$ cat src/imuoc_pkg.sv
`default_nettype none
// shared constants, types and codes of the imu offset calibrator
package imuoc_pkg;

  // sample and axis geometry
  localparam int SAMPLE_W = 16;
  localparam int NUM_AXES = 6;
  localparam int AXIS_W   = $clog2(NUM_AXES);

  // longest averaging window supported
  localparam int MAX_WINDOW = 4096;

  // configuration register widths
  localparam int WLEN_W     = 13;
  localparam int DISC_W     = 10;
  localparam int DZ_W       = 8;
  localparam int GRAV_W     = 15;
  localparam int CFG_IDX_W  = 3;
  localparam int CFG_DATA_W = 15;

  // datapath widths
  localparam int DISC_MAX = 2**DISC_W - 1;
  localparam int IDX_W    = $clog2(MAX_WINDOW + DISC_MAX + 1);
  localparam int LEN_W    = $clog2(MAX_WINDOW + 1);
  localparam int SUM_W    = SAMPLE_W + IDX_W;
  localparam int DIVD_W   = SUM_W + 1;
  localparam int DIVS_W   = (LEN_W > DZ_W + 1) ? LEN_W : DZ_W + 1;
  localparam int DCNT_W   = $clog2(DIVD_W);
  localparam int N_W      = DIVD_W + 1;
  localparam int RCNT_W   = $clog2(NUM_AXES + 1);
  localparam int OUT_BITS = NUM_AXES * SAMPLE_W + 1;

  // command queue between front and back
  localparam int QDEPTH = 2;
  localparam int QPTR_W = $clog2(QDEPTH);
  localparam int QCNT_W = $clog2(QDEPTH + 1);

  // axis slots
  localparam logic [AXIS_W-1:0] AXIS_AX   = AXIS_W'(0);
  localparam logic [AXIS_W-1:0] AXIS_AY   = AXIS_W'(1);
  localparam logic [AXIS_W-1:0] AXIS_AZ   = AXIS_W'(2);
  localparam logic [AXIS_W-1:0] AXIS_GX   = AXIS_W'(3);
  localparam logic [AXIS_W-1:0] AXIS_GY   = AXIS_W'(4);
  localparam logic [AXIS_W-1:0] AXIS_GZ   = AXIS_W'(5);
  localparam logic [AXIS_W-1:0] AXIS_LAST = AXIS_W'(NUM_AXES - 1);

  // register reset values
  localparam logic [WLEN_W-1:0] WLEN_RST = WLEN_W'(1000);
  localparam logic [DISC_W-1:0] DISC_RST = DISC_W'(101);
  localparam logic [DZ_W-1:0]   ADZ_RST  = DZ_W'(8);
  localparam logic [DZ_W-1:0]   GDZ_RST  = DZ_W'(1);
  localparam logic [GRAV_W-1:0] GRAV_RST = GRAV_W'(16384);

  // first-window divisors
  localparam int ACC_INIT_DIV = 8;
  localparam int GYR_INIT_DIV = 4;

  // offset saturation limits
  localparam logic signed [SAMPLE_W-1:0] OFF_MAX = {1'b0, {(SAMPLE_W-1){1'b1}}};
  localparam logic signed [SAMPLE_W-1:0] OFF_MIN = {1'b1, {(SAMPLE_W-1){1'b0}}};

  // register indexes
  typedef enum logic [CFG_IDX_W-1:0] {
    CFG_WINDOW_LENGTH,
    CFG_DISCARD_COUNT,
    CFG_ACCEL_DEADZONE,
    CFG_GYRO_DEADZONE,
    CFG_GRAVITY_REFERENCE
  } cfg_idx_t;

  typedef logic signed [SAMPLE_W-1:0] sample_t;

  typedef struct packed {
    logic [WLEN_W-1:0] window_length;
    logic [DISC_W-1:0] discard_count;
    logic [DZ_W-1:0]   accel_deadzone;
    logic [DZ_W-1:0]   gyro_deadzone;
    logic [GRAV_W-1:0] gravity_reference;
  } cfg_t;

  // classified item as queued for the back end
  typedef struct packed {
    logic                       restart;
    sample_t [NUM_AXES-1:0]     axis;
  } cmd_t;

  typedef struct packed {
    logic valid;
    cmd_t cmd;
  } queue_head_t;

  typedef struct packed {
    logic              start;
    logic [DIVD_W-1:0] dividend;
    logic [DIVS_W-1:0] divisor;
  } div_req_t;

  typedef struct packed {
    logic              done;
    logic [DIVD_W-1:0] quotient;
  } div_rsp_t;

  typedef enum logic [1:0] {
    PH_INIT,
    PH_REFINE,
    PH_DONE
  } phase_t;

  typedef enum logic [2:0] {
    BK_IDLE,
    BK_MEAN,
    BK_MEAN_WAIT,
    BK_CHECK,
    BK_STEP_WAIT,
    BK_FINISH,
    BK_EMIT
  } back_state_t;

endpackage
`default_nettype wire

$ cat src/imuoc_in_if.sv
`default_nettype none
// input channel: valid/ready handshake carrying one six-axis item
interface imuoc_in_if import imuoc_pkg::*; ();
  logic    valid;
  logic    ready;
  logic    op;
  sample_t accel_x;
  sample_t accel_y;
  sample_t accel_z;
  sample_t gyro_x;
  sample_t gyro_y;
  sample_t gyro_z;

  modport source (output valid, op, accel_x, accel_y, accel_z, gyro_x, gyro_y, gyro_z,
                  input ready);
  modport sink (input valid, op, accel_x, accel_y, accel_z, gyro_x, gyro_y, gyro_z,
                output ready);
endinterface
`default_nettype wire

$ cat src/imuoc_out_if.sv
`default_nettype none
// result channel: valid/ready handshake carrying six offsets and the done flag
interface imuoc_out_if import imuoc_pkg::*; ();
  logic    valid;
  logic    ready;
  sample_t accel_x_offset;
  sample_t accel_y_offset;
  sample_t accel_z_offset;
  sample_t gyro_x_offset;
  sample_t gyro_y_offset;
  sample_t gyro_z_offset;
  logic    calibrated;

  modport source (output valid, accel_x_offset, accel_y_offset, accel_z_offset,
                  gyro_x_offset, gyro_y_offset, gyro_z_offset, calibrated,
                  input ready);
  modport sink (input valid, accel_x_offset, accel_y_offset, accel_z_offset,
                gyro_x_offset, gyro_y_offset, gyro_z_offset, calibrated,
                output ready);
endinterface
`default_nettype wire

$ cat src/imu_offset_calibrator.sv
`default_nettype none
// imu offset calibrator top level: register file, front end, back end, divider
//
// in_ch takes six-axis items (op 0 = sample, accumulated as received,
// op 1 = restart); out_ch gives six 16-bit offsets and a calibrated flag.
// Items are accepted into a two-entry queue, so in_ch keeps accepting while
// a result waits in the output register for out_ch.ready.
// A sample that does not close a window is handled in BK_IDLE of the back end.
// A window end runs each axis mean through the one shared serial divider.
// The first window then scales by a shift; a later window gives each axis
// outside its deadzone a second division for its offset step.
// A restart gives its all-zero result via BK_EMIT and the result register.
// Once all axes are inside their deadzones, samples give no result until
// a restart. A stalled result holds the back end in place, the queue then
// fills and in_ch.ready drops. Synchronous reset loads the register
// defaults, clears sums, offsets and queue, and needs no clearing pass.
// cfg_we writes register cfg_index with cfg_data. The user must write only
// while the block is idle; the block itself has no guard for it.
module imu_offset_calibrator import imuoc_pkg::*; (
  input  logic                  clk,
  input  logic                  rst_n,
  imuoc_in_if.sink              in_ch,
  imuoc_out_if.source           out_ch,
  input  logic                  cfg_we,
  input  logic [CFG_IDX_W-1:0]  cfg_index,
  input  logic [CFG_DATA_W-1:0] cfg_data
);

  cfg_t        cfg_r;
  queue_head_t head;
  logic        pop;
  div_req_t    div_req;
  div_rsp_t    div_rsp;

  // configuration registers
  always_ff @(posedge clk) begin
    if (!rst_n) begin
      cfg_r.window_length     <= WLEN_RST;
      cfg_r.discard_count     <= DISC_RST;
      cfg_r.accel_deadzone    <= ADZ_RST;
      cfg_r.gyro_deadzone     <= GDZ_RST;
      cfg_r.gravity_reference <= GRAV_RST;
    end else if (cfg_we) begin
      case (cfg_index)
        CFG_WINDOW_LENGTH:     cfg_r.window_length     <= cfg_data[WLEN_W-1:0];
        CFG_DISCARD_COUNT:     cfg_r.discard_count     <= cfg_data[DISC_W-1:0];
        CFG_ACCEL_DEADZONE:    cfg_r.accel_deadzone    <= cfg_data[DZ_W-1:0];
        CFG_GYRO_DEADZONE:     cfg_r.gyro_deadzone     <= cfg_data[DZ_W-1:0];
        CFG_GRAVITY_REFERENCE: cfg_r.gravity_reference <= cfg_data[GRAV_W-1:0];
        default: ;
      endcase
    end
  end

  // item intake and queue
  imuoc_front u_front (
    .clk   (clk),
    .rst_n (rst_n),
    .in_ch (in_ch),
    .pop   (pop),
    .head  (head)
  );

  // calibration sequencer and result register
  imuoc_back u_back (
    .clk     (clk),
    .rst_n   (rst_n),
    .cfg     (cfg_r),
    .head    (head),
    .pop     (pop),
    .div_req (div_req),
    .div_rsp (div_rsp),
    .out_ch  (out_ch)
  );

  // shared divider
  imuoc_div u_div (
    .clk   (clk),
    .rst_n (rst_n),
    .req   (div_req),
    .rsp   (div_rsp)
  );

endmodule
`default_nettype wire

$ cat src/imuoc_div.sv
`default_nettype none
// shared restoring divider, one quotient bit per cycle
module imuoc_div import imuoc_pkg::*; (
  input  logic     clk,
  input  logic     rst_n,
  input  div_req_t req,
  output div_rsp_t rsp
);

  logic              busy_r;
  logic              done_r;
  logic [DCNT_W-1:0] cnt_r;
  logic [DIVS_W-1:0] rem_r;
  logic [DIVS_W-1:0] dsr_r;
  logic [DIVD_W-1:0] quo_r;
  logic [DIVS_W:0]   trial;
  logic [DIVS_W:0]   diff;
  logic              ge;

  // one trial subtraction
  always_comb begin
    trial = {rem_r, quo_r[DIVD_W-1]};
    diff  = trial - {1'b0, dsr_r};
    ge    = trial >= {1'b0, dsr_r};
  end

  // iteration control
  always_ff @(posedge clk) begin
    if (!rst_n) begin
      busy_r <= 1'b0;
      done_r <= 1'b0;
      cnt_r  <= '0;
    end else begin
      done_r <= 1'b0;
      if (req.start) begin
        busy_r <= 1'b1;
        cnt_r  <= '0;
      end else if (busy_r) begin
        cnt_r <= cnt_r + 1'b1;
        if (cnt_r == DCNT_W'(DIVD_W - 1)) begin
          busy_r <= 1'b0;
          done_r <= 1'b1;
        end
      end
    end
  end

  // remainder and quotient shift registers
  always_ff @(posedge clk) begin
    if (req.start) begin
      rem_r <= '0;
      quo_r <= req.dividend;
      dsr_r <= req.divisor;
    end else if (busy_r) begin
      rem_r <= ge ? diff[DIVS_W-1:0] : trial[DIVS_W-1:0];
      quo_r <= {quo_r[DIVD_W-2:0], ge};
    end
  end

  assign rsp.done     = done_r;
  assign rsp.quotient = quo_r;

endmodule
`default_nettype wire

$ cat src/imuoc_front.sv
`default_nettype none
// front end: accepts items, classifies restart versus sample, queues them
module imuoc_front import imuoc_pkg::*; (
  input  logic        clk,
  input  logic        rst_n,
  imuoc_in_if.sink    in_ch,
  input  logic        pop,
  output queue_head_t head
);

  cmd_t              mem_r [QDEPTH];
  logic [QPTR_W-1:0] wr_ptr_r;
  logic [QPTR_W-1:0] rd_ptr_r;
  logic [QCNT_W-1:0] cnt_r;
  cmd_t              cmd_in;
  logic              push;

  // classify the incoming item
  always_comb begin
    cmd_in.restart       = in_ch.op;
    cmd_in.axis[AXIS_AX] = in_ch.accel_x;
    cmd_in.axis[AXIS_AY] = in_ch.accel_y;
    cmd_in.axis[AXIS_AZ] = in_ch.accel_z;
    cmd_in.axis[AXIS_GX] = in_ch.gyro_x;
    cmd_in.axis[AXIS_GY] = in_ch.gyro_y;
    cmd_in.axis[AXIS_GZ] = in_ch.gyro_z;
  end

  assign in_ch.ready = cnt_r != QCNT_W'(QDEPTH);
  assign push        = in_ch.valid && in_ch.ready;

  // queue storage
  always_ff @(posedge clk) begin
    if (push) begin
      mem_r[wr_ptr_r] <= cmd_in;
    end
  end

  // queue pointers and fill level
  always_ff @(posedge clk) begin
    if (!rst_n) begin
      wr_ptr_r <= '0;
      rd_ptr_r <= '0;
      cnt_r    <= '0;
    end else begin
      if (push) begin
        wr_ptr_r <= (wr_ptr_r == QPTR_W'(QDEPTH - 1)) ? '0 : wr_ptr_r + 1'b1;
      end
      if (pop) begin
        rd_ptr_r <= (rd_ptr_r == QPTR_W'(QDEPTH - 1)) ? '0 : rd_ptr_r + 1'b1;
      end
      if (push && !pop) begin
        cnt_r <= cnt_r + 1'b1;
      end else if (!push && pop) begin
        cnt_r <= cnt_r - 1'b1;
      end
    end
  end

  assign head.valid = cnt_r != '0;
  assign head.cmd   = mem_r[rd_ptr_r];

endmodule
`default_nettype wire

$ cat src/imuoc_back.sv
`default_nettype none
// back end: window accumulation, per-axis mean and offset update, result register
module imuoc_back import imuoc_pkg::*; (
  input  logic        clk,
  input  logic        rst_n,
  input  cfg_t        cfg,
  input  queue_head_t head,
  output logic        pop,
  output div_req_t    div_req,
  input  div_rsp_t    div_rsp,
  imuoc_out_if.source out_ch
);

  localparam int S_W = N_W + 1;
  localparam logic signed [S_W-1:0] SAT_HI = S_W'(OFF_MAX);
  localparam logic signed [S_W-1:0] SAT_LO = S_W'(OFF_MIN);

  back_state_t              state_r;
  back_state_t              state_nxt;
  phase_t                   phase_r;
  logic signed [SUM_W-1:0]  sums_r    [NUM_AXES];
  logic signed [SAMPLE_W-1:0] offsets_r [NUM_AXES];
  logic [IDX_W-1:0]         idx_r;
  logic [AXIS_W-1:0]        axis_r;
  logic [RCNT_W-1:0]        rdy_cnt_r;
  logic                     cal_r;
  logic signed [N_W-1:0]    n_r;
  logic                     out_valid_r;
  logic signed [SAMPLE_W-1:0] out_off_r [NUM_AXES];
  logic                     out_cal_r;

  logic [LEN_W-1:0]         len_eff;
  logic [DZ_W-1:0]          adz_eff;
  logic [DZ_W-1:0]          tol;
  logic [DIVS_W-1:0]        k_sel;
  logic                     is_gyro;
  logic                     is_z;
  logic                     last_axis;
  logic [IDX_W:0]           idx_inc;
  logic [IDX_W:0]           win_limit;
  logic                     window_end;
  logic                     in_window;
  logic signed [SUM_W-1:0]  sum_sel;
  logic                     sum_neg;
  logic [SUM_W-1:0]         sum_mag;
  logic [N_W-1:0]           grav_sel;
  logic [N_W-1:0]           q_n;
  logic signed [N_W-1:0]    n_calc;
  logic                     n_neg;
  logic [DIVD_W-1:0]        n_mag;
  logic                     skip_step;
  logic                     need_div;
  logic [DIVD_W-1:0]        q_step;
  logic signed [S_W-1:0]    base_s;
  logic signed [S_W-1:0]    q2_s;
  logic signed [S_W-1:0]    upd;
  logic signed [SAMPLE_W-1:0] offset_new;
  logic                     all_ready;
  logic                     out_load;
  logic                     take_sample;

  // effective register values
  always_comb begin
    if (cfg.window_length == '0) begin
      len_eff = LEN_W'(1);
    end else if (32'(cfg.window_length) > 32'(MAX_WINDOW)) begin
      len_eff = LEN_W'(MAX_WINDOW);
    end else begin
      len_eff = LEN_W'(cfg.window_length);
    end
    adz_eff = (cfg.accel_deadzone == '0) ? DZ_W'(1) : cfg.accel_deadzone;
  end

  // axis-dependent tolerance and divisor
  always_comb begin
    is_gyro   = axis_r >= AXIS_GX;
    is_z      = axis_r == AXIS_AZ;
    last_axis = axis_r == AXIS_LAST;
    tol       = is_gyro ? cfg.gyro_deadzone : adz_eff;
    k_sel     = is_gyro ? DIVS_W'(cfg.gyro_deadzone) + 1'b1 : DIVS_W'(adz_eff);
  end

  // window position
  always_comb begin
    idx_inc     = {1'b0, idx_r} + (IDX_W + 1)'(1);
    win_limit   = (IDX_W + 1)'(cfg.discard_count) + (IDX_W + 1)'(len_eff);
    window_end  = idx_inc >= win_limit;
    in_window   = idx_r >= IDX_W'(cfg.discard_count);
    take_sample = (state_r == BK_IDLE) && head.valid && !head.cmd.restart
                  && (phase_r != PH_DONE);
  end

  // mean magnitude and signed deviation of the current axis
  always_comb begin
    sum_sel  = sums_r[axis_r];
    sum_neg  = sum_sel[SUM_W-1];
    sum_mag  = sum_neg ? SUM_W'(-sum_sel) : SUM_W'(sum_sel);
    grav_sel = is_z ? N_W'(cfg.gravity_reference) : '0;
    q_n      = N_W'(div_rsp.quotient);
    n_calc   = sum_neg ? signed'(grav_sel + q_n) : signed'(grav_sel - q_n);
    n_neg    = n_r[N_W-1];
    n_mag    = n_neg ? DIVD_W'(-n_r) : DIVD_W'(n_r);
    skip_step = (phase_r == PH_REFINE) && (n_mag <= DIVD_W'(tol));
    need_div  = (phase_r == PH_REFINE) && !skip_step;
  end

  // offset step with saturation; first window scales by a power of two
  always_comb begin
    if (phase_r == PH_INIT) begin
      q_step = is_gyro ? n_mag / DIVD_W'(GYR_INIT_DIV) : n_mag / DIVD_W'(ACC_INIT_DIV);
    end else begin
      q_step = div_rsp.quotient;
    end
    base_s = (phase_r == PH_INIT) ? '0 : S_W'(offsets_r[axis_r]);
    q2_s   = signed'(S_W'(q_step));
    upd    = n_neg ? base_s - q2_s : base_s + q2_s;
    if (upd > SAT_HI) begin
      offset_new = OFF_MAX;
    end else if (upd < SAT_LO) begin
      offset_new = OFF_MIN;
    end else begin
      offset_new = upd[SAMPLE_W-1:0];
    end
    all_ready = rdy_cnt_r == RCNT_W'(NUM_AXES);
  end

  // next state
  always_comb begin
    state_nxt = state_r;
    case (state_r)
      BK_IDLE: begin
        if (head.valid) begin
          if (head.cmd.restart) begin
            state_nxt = BK_EMIT;
          end else if (phase_r != PH_DONE && window_end) begin
            state_nxt = BK_MEAN;
          end
        end
      end
      BK_MEAN: state_nxt = BK_MEAN_WAIT;
      BK_MEAN_WAIT: begin
        if (div_rsp.done) begin
          state_nxt = BK_CHECK;
        end
      end
      BK_CHECK: begin
        if (need_div) begin
          state_nxt = BK_STEP_WAIT;
        end else if (last_axis) begin
          state_nxt = BK_FINISH;
        end else begin
          state_nxt = BK_MEAN;
        end
      end
      BK_STEP_WAIT: begin
        if (div_rsp.done) begin
          state_nxt = last_axis ? BK_FINISH : BK_MEAN;
        end
      end
      BK_FINISH: state_nxt = BK_EMIT;
      BK_EMIT: begin
        if (out_load) begin
          state_nxt = BK_IDLE;
        end
      end
      default: state_nxt = BK_IDLE;
    endcase
  end

  // state outputs
  always_comb begin
    pop              = (state_r == BK_IDLE) && head.valid;
    out_load         = (state_r == BK_EMIT) && (!out_valid_r || out_ch.ready);
    div_req.start    = (state_r == BK_MEAN) || ((state_r == BK_CHECK) && need_div);
    div_req.dividend = (state_r == BK_MEAN) ? DIVD_W'(sum_mag) : n_mag;
    div_req.divisor  = (state_r == BK_MEAN) ? DIVS_W'(len_eff) : k_sel;
  end

  always_ff @(posedge clk) begin
    if (!rst_n) begin
      state_r <= BK_IDLE;
    end else begin
      state_r <= state_nxt;
    end
  end

  // calibration state
  always_ff @(posedge clk) begin
    if (!rst_n) begin
      phase_r   <= PH_INIT;
      idx_r     <= '0;
      axis_r    <= '0;
      rdy_cnt_r <= '0;
      cal_r     <= 1'b0;
      for (int i = 0; i < NUM_AXES; i++) begin
        sums_r[i]    <= '0;
        offsets_r[i] <= '0;
      end
    end else begin
      case (state_r)
        BK_IDLE: begin
          if (pop && head.cmd.restart) begin
            phase_r <= PH_INIT;
            idx_r   <= '0;
            cal_r   <= 1'b0;
            for (int i = 0; i < NUM_AXES; i++) begin
              sums_r[i]    <= '0;
              offsets_r[i] <= '0;
            end
          end else if (take_sample) begin
            if (in_window) begin
              for (int i = 0; i < NUM_AXES; i++) begin
                sums_r[i] <= sums_r[i] + SUM_W'(head.cmd.axis[i]);
              end
            end
            if (window_end) begin
              idx_r     <= '0;
              axis_r    <= '0;
              rdy_cnt_r <= '0;
            end else begin
              idx_r <= idx_inc[IDX_W-1:0];
            end
          end
        end
        BK_CHECK: begin
          if (skip_step) begin
            rdy_cnt_r <= rdy_cnt_r + 1'b1;
            axis_r    <= axis_r + 1'b1;
          end else if (!need_div) begin
            offsets_r[axis_r] <= offset_new;
            axis_r            <= axis_r + 1'b1;
          end
        end
        BK_STEP_WAIT: begin
          if (div_rsp.done) begin
            offsets_r[axis_r] <= offset_new;
            axis_r            <= axis_r + 1'b1;
          end
        end
        BK_FINISH: begin
          for (int i = 0; i < NUM_AXES; i++) begin
            sums_r[i] <= '0;
          end
          if (phase_r == PH_INIT) begin
            phase_r <= PH_REFINE;
            cal_r   <= 1'b0;
          end else begin
            phase_r <= all_ready ? PH_DONE : PH_REFINE;
            cal_r   <= all_ready;
          end
        end
        default: ;
      endcase
    end
  end

  // window deviation capture
  always_ff @(posedge clk) begin
    if (state_r == BK_MEAN_WAIT && div_rsp.done) begin
      n_r <= n_calc;
    end
  end

  // result register
  always_ff @(posedge clk) begin
    if (!rst_n) begin
      out_valid_r <= 1'b0;
    end else if (out_load) begin
      out_valid_r <= 1'b1;
    end else if (out_ch.ready) begin
      out_valid_r <= 1'b0;
    end
  end

  always_ff @(posedge clk) begin
    if (out_load) begin
      for (int i = 0; i < NUM_AXES; i++) begin
        out_off_r[i] <= offsets_r[i];
      end
      out_cal_r <= cal_r;
    end
  end

  assign out_ch.valid          = out_valid_r;
  assign out_ch.accel_x_offset = out_off_r[AXIS_AX];
  assign out_ch.accel_y_offset = out_off_r[AXIS_AY];
  assign out_ch.accel_z_offset = out_off_r[AXIS_AZ];
  assign out_ch.gyro_x_offset  = out_off_r[AXIS_GX];
  assign out_ch.gyro_y_offset  = out_off_r[AXIS_GY];
  assign out_ch.gyro_z_offset  = out_off_r[AXIS_GZ];
  assign out_ch.calibrated     = out_cal_r;

endmodule
`default_nettype wire

$ cat src/flat_wrapper.sv
// flat-port wrapper written by rule: the top's interface ports become plain ports
module imu_offset_calibrator_flat import imuoc_pkg::*;
  (clk, rst_n, cfg_we, cfg_index, cfg_data, in_ch_valid, in_ch_op, in_ch_accel_x, in_ch_accel_y, in_ch_accel_z, in_ch_gyro_x, in_ch_gyro_y, in_ch_gyro_z, in_ch_ready, out_ch_valid, out_ch_accel_x_offset, out_ch_accel_y_offset, out_ch_accel_z_offset, out_ch_gyro_x_offset, out_ch_gyro_y_offset, out_ch_gyro_z_offset, out_ch_calibrated, out_ch_ready);
  imuoc_in_if in_ch_i ();
  imuoc_out_if out_ch_i ();
  input  logic clk;
  input  logic rst_n;
  input  logic cfg_we;
  input  logic [CFG_IDX_W-1:0] cfg_index;
  input  logic [CFG_DATA_W-1:0] cfg_data;
  input wire logic [$bits(in_ch_i.valid)-1:0] in_ch_valid;
  input wire logic [$bits(in_ch_i.op)-1:0] in_ch_op;
  input wire logic [$bits(in_ch_i.accel_x)-1:0] in_ch_accel_x;
  input wire logic [$bits(in_ch_i.accel_y)-1:0] in_ch_accel_y;
  input wire logic [$bits(in_ch_i.accel_z)-1:0] in_ch_accel_z;
  input wire logic [$bits(in_ch_i.gyro_x)-1:0] in_ch_gyro_x;
  input wire logic [$bits(in_ch_i.gyro_y)-1:0] in_ch_gyro_y;
  input wire logic [$bits(in_ch_i.gyro_z)-1:0] in_ch_gyro_z;
  output wire logic [$bits(in_ch_i.ready)-1:0] in_ch_ready;
  output wire logic [$bits(out_ch_i.valid)-1:0] out_ch_valid;
  output wire logic [$bits(out_ch_i.accel_x_offset)-1:0] out_ch_accel_x_offset;
  output wire logic [$bits(out_ch_i.accel_y_offset)-1:0] out_ch_accel_y_offset;
  output wire logic [$bits(out_ch_i.accel_z_offset)-1:0] out_ch_accel_z_offset;
  output wire logic [$bits(out_ch_i.gyro_x_offset)-1:0] out_ch_gyro_x_offset;
  output wire logic [$bits(out_ch_i.gyro_y_offset)-1:0] out_ch_gyro_y_offset;
  output wire logic [$bits(out_ch_i.gyro_z_offset)-1:0] out_ch_gyro_z_offset;
  output wire logic [$bits(out_ch_i.calibrated)-1:0] out_ch_calibrated;
  input wire logic [$bits(out_ch_i.ready)-1:0] out_ch_ready;
  assign in_ch_i.valid = in_ch_valid;
  assign in_ch_i.op = in_ch_op;
  assign in_ch_i.accel_x = in_ch_accel_x;
  assign in_ch_i.accel_y = in_ch_accel_y;
  assign in_ch_i.accel_z = in_ch_accel_z;
  assign in_ch_i.gyro_x = in_ch_gyro_x;
  assign in_ch_i.gyro_y = in_ch_gyro_y;
  assign in_ch_i.gyro_z = in_ch_gyro_z;
  assign in_ch_ready = in_ch_i.ready;
  assign out_ch_valid = out_ch_i.valid;
  assign out_ch_accel_x_offset = out_ch_i.accel_x_offset;
  assign out_ch_accel_y_offset = out_ch_i.accel_y_offset;
  assign out_ch_accel_z_offset = out_ch_i.accel_z_offset;
  assign out_ch_gyro_x_offset = out_ch_i.gyro_x_offset;
  assign out_ch_gyro_y_offset = out_ch_i.gyro_y_offset;
  assign out_ch_gyro_z_offset = out_ch_i.gyro_z_offset;
  assign out_ch_calibrated = out_ch_i.calibrated;
  assign out_ch_i.ready = out_ch_ready;
  imu_offset_calibrator u_core (.clk(clk), .rst_n(rst_n), .in_ch(in_ch_i), .out_ch(out_ch_i), .cfg_we(cfg_we), .cfg_index(cfg_index), .cfg_data(cfg_data));
endmodule
$ cat config.mk
export PLATFORM = sky130hd
export DESIGN_NAME = imu_offset_calibrator_flat
export DESIGN_NICKNAME = d
export VERILOG_FILES = /design/src/imuoc_pkg.sv /design/src/imuoc_in_if.sv /design/src/imuoc_out_if.sv /design/src/imu_offset_calibrator.sv /design/src/imuoc_div.sv /design/src/imuoc_front.sv /design/src/imuoc_back.sv /design/src/flat_wrapper.sv
export SDC_FILE = /design/constraint.sdc
export NUM_CORES = 2
export LEC_CHECK = 0
export BUFFER_PORTS_ARGS = -buffer_cell sky130_fd_sc_hd__buf_2
export CORE_AREA = 2 2 247 432
export DETAILED_ROUTE_END_ITERATION = 8
export DIE_AREA = 0 0 249 434
export PLACE_DENSITY = 0.69
export SLEW_MARGIN = 10
export SYNTH_ARGS = -nofsm -noshare
export SYNTH_HDL_FRONTEND = slang
export SYNTH_SLANG_ARGS = --single-unit
$ cat constraint.sdc
create_clock -name clk -period 9.07 [get_ports clk]
set_input_delay 0 -clock clk [delete_from_list [all_inputs] [get_ports clk]]
set_output_delay 0 -clock clk [all_outputs]
set_load 0.01 [all_outputs]
==> flow_metrics.py <==
metrics = {
    "worst_setup_path": {
        "worstSetupEndpointType": "flop",
        "required_ns": 9.57,
        "worstSetupStartpointType": "flop",
        "reg2reg_from": "u_core.u_back.n_r[11]",
        "path_class": "flop to flop",
        "r2r_slack_ns": 1.41,
        "worst_r2r_path_depth": 22,
        "crit_arrival_ns": 8.16,
        "r2r-end": "u_core.u_back.offsets_r[5][3]",
        "crit_fanout": 10,
    },
    "cells_and_area": {
        "fill_cells": 9219,
        "multiInputGateArea_um2": 23500,
        "final_cell_mix": "667 x edfxtp_1, 404 x nand2_1, 380 x nor2_1",
        "drive_above_1_share": 0.128,
        "layout_commonest_cell": "edfxtp_1",
        "fin_nets": 5072,
        "syn2layout_area_growth_pct": 13.2,
        "seq_area_um2": 22200,
    },
    "detailed_routing": {
        "wl_met2_mm": 66.6,
        "met3_length_mm": 5.60,
        "drt-met1-wl_mm": 44.7,
        "drc_errors": 0,
        "vias": 35400,
        "viasPerCell": 5.84,
        "routed_wl_mm": 127,
        "detail-route-antenna-nets": 0,
        "firstDrtPassIters": 6,
        "top_layer_used": "met5",
        "drtIter0Drc": 2232,
        "wire_per_inst_um": 20.9,
    },
    "placed_design": {
        "io_buffers": 218,
        "dp_hpwl_mm": 93.0,
        "place_congestion": 0.940,
    },
    "cts": {
        "post_cts_buffers": 0,
        "clk_pin_slew_ns": 0.06,
        "numCtsBuffers": 75,
        "worstSkewPairLatency_ns": 0.69,
        "cts.sinks": 774,
        "cts_max_level": 3,
        "cts_tree": "done",
        "clk_path_buf_depth": 3,
        "cts_root_buffer": "clkbuf_16",
    },
    "yosys": {
        "synth_ff_type": "edfxtp_1",
        "synth_edf_count": 667,
        "synth_cells": 4383,
        "ys_seq_area_frac": 0.473,
        "async_flop_share": 0,
        "syn_avg_cell_area_um2": 10.7,
        "yosys_register_bits": 774,
        "netlist-cell-type-count": 94,
        "yosys_warnings": 0,
        "syn_nets": 4797,
        "netlist_area_um2": 46900,
    },
    "hold_path": {
        "holdPathStages": 2,
        "holdCritPathClass": "primary input to flop",
        "min_from": "in_ch_accel_x[10]",
        "hold_end": "u_core.u_front.mem_r[1][10]",
    },
    "floorplanning": {
        "io_pins": 219,
        "rows": 157,
        "initial_utilization": 0.449,
        "core_um2": 104000,
        "die_area_um2": 108000,
        "die_w_um": 249,
        "die_h_um": 434,
    },
    "sta": {
        "setup_viol": 0,
        "finalCritPeriodShare": 0.844,
        "fin_tns_setup_ns": 0,
        "fin_crit_ns": 7.66,
        "max_slew.worst_pin.slew_ns": 1.19,
        "clock.fmax_ghz": 0.131,
        "skew_ns": 0.0330,
        "grt_setup_unrepaired": "no",
        "slew_headroom": 0.207,
        "hold-worst-slack_ns": 0.0258,
        "final-hold-violation-count": 0,
        "report.final.slew_viol_count": 0,
    },
    "global_route": {
        "grt_pass1_vias": 35900,
        "antenna_found_initial": 2,
        "grt_pass1_wl_mm": 196,
        "overflow": 0,
        "grtUsageTotal": 0.232,
        "grt_max_degree": 88,
    },
    "pwr": {
        "power_frac_comb": 0.351,
        "power_frac_seq": 0.397,
        "clkPwrFrac": 0.251,
        "switching_share": 0.354,
        "cellPowerDensity_nw_per_um2": 240,
        "peakVddDrop_mv": 0.238,
        "power_leakage_nw": 20.3,
        "power.internal_mw": 8.22,
        "p_switching_mw": 4.51,
    },
    "status": {
        "outcome": "complete, no violations",
    },
    "flow_run": {
        "drv_cap": 0,
    },
}
-- synthesized netlist by cell type (all sizes together), types with 94 or more instances --
cell type    n  area [um^2]
nor3       108          546
ha         284         3550
mux2        94         1060
a21oi      337         1690
dfxtp      107         2140
nand2      404         1520
nor2       383         1440
inv        137          514
o21ai      197         1120
xor2       155         1360
edfxtp     667        20000
xnor2      168         1470
a21o       102          766
clkbuf     139          522
-- worst max path at each step --
stage | slack, ns | from | cells after the start | to
3_3_place_gp | 1.60 | u_core.u_back.n_r[2] | 22 | u_core.u_back.offsets_r[5][0]
5_1_grt | 0.84 | u_core.u_back.phase_r[1] | 21 | u_core.u_back.offsets_r[5][3]
2_1_floorplan | 1.52 | flop | 22 | u_core.u_back.offsets_r[5][4]
4_1_cts | 1.40 | u_core.u_back.n_r[2] | 22 | u_core.u_back.offsets_r[5][3]
6_report | 1.41 | u_core.u_back.n_r[11] | 22 | u_core.u_back.offsets_r[5][3]
3_5_place_dp | 1.43 | u_core.u_back.n_r[2] | 22 | u_core.u_back.offsets_r[5][3]
-- metrics by stage --
step / setup WS [ns] / instance area, um^2 / power [mW] / std cells / util
finish: 1.41 / 53000 / 12.7 / 6069 / 0.508
global route: 0.841 / 53000 / 13.4 / 6068 / 0.508
CTS: 1.40 / 53000 / 12.8 / 6067 / 0.508
detailed placement: 1.43 / 49400 / 9.50 / 5812 / 0.473
global placement: 1.60 / 49400 / 9.40 / 5812 / 0.473
floorplan: 1.52 / 46900 / 8.34 / 4383 / -
-- cell type report --
class,instances,share of cell area
multi-input combinational,3286,0.444
sequential,774,0.418
timing repair buffer,384,0.0497
clock buffer,88,0.0373
tap,1351,0.0319
inverter,137,0.00970
clock inverter,47,0.00875
antenna,2,0.0000944
-- layer usage --
metal / GRT usage / vias to the layer above
met4: 0.169 / 2
met1: 0.236 / 17000
met5: 0 / -
li1: - / 16900
met2: 0.437 / 1157
met3: 0.0266 / 366
-- cells by family (layout without fill, tap and decap cells) --
family / Yosys count / in the layout / synth area share
other cells: 1 / 3 / 0.0000800
simple gates: 1358 / 1358 / 0.138
mux: 237 / 237 / 0.0694
flops: 774 / 774 / 0.473
xor+xnor: 325 / 325 / 0.0614
buf+inv: 323 / 656 / 0.0271
fa+ha+maj: 294 / 294 / 0.0801
compound gates: 1071 / 1071 / 0.151
-- sequential cells by signal (all words and copies together) (netlist names), 2 cells and up, named ones only --
signal,cells
u_core.u_div.cnt_r,5
u_core.u_div.dsr_r,13
u_core.u_front.mem_r,194
u_core.cfg_r,54
u_core.u_front.cnt_r,2
u_core.u_back.idx_r,13
u_core.u_back.n_r,31
u_core.u_back.axis_r,3
u_core.u_back.phase_r,2
u_core.u_back.offsets_r,128
u_core.u_back.sums_r,174
u_core.u_back.rdy_cnt_r,3
u_core.u_div.quo_r,30
u_core.u_back.state_r,3
u_core.u_back.out_off_r,96
u_core.u_div.rem_r,13
-- power groups by stage --
| stage | logic [mW] | registers, mW | clock network (mW) |
|---|---|---|---|
| 2_1_floorplan | 3.44 | 4.90 | 0 |
| 3_3_place_gp | 4.31 | 5.10 | 0 |
| 3_5_place_dp | 4.38 | 5.12 | 0 |
| 4_1_cts | 4.46 | 5.04 | 3.26 |
| 5_1_grt | 4.97 | 5.10 | 3.37 |
| 6_report | 4.47 | 5.06 | 3.20 |
-- worst max-delay path: stages (launching register included) --
cell	delay, ns
edfxtp_1	0.47
or4_1	0.69
or4_1	0.73
nand2_1	0.21
xor2_1	0.21
o221ai_1	0.22
nor3_2	0.38
and4_1	0.30
and2_1	0.19
a21oi_1	0.09
xor2_1	0.15
ha_1	0.44
and3_1	0.27
and4_1	0.22
inv_1	0.08
a31oi_1	0.32
nor3_1	0.15
xor2_1	0.16
or4_1	0.59
nor4b_4	0.87
buf_4	0.37
o21ai_4	0.11
a21oi_1	0.24
-- what timing repair did --
action | CTS | global route
hold buffers | 120 | 0
resized for setup | 0 | 0
endpoints found under the hold margin | 250 | 0
setup endpoints to repair | 0 | 0
(Power assumes the default switching activity.)
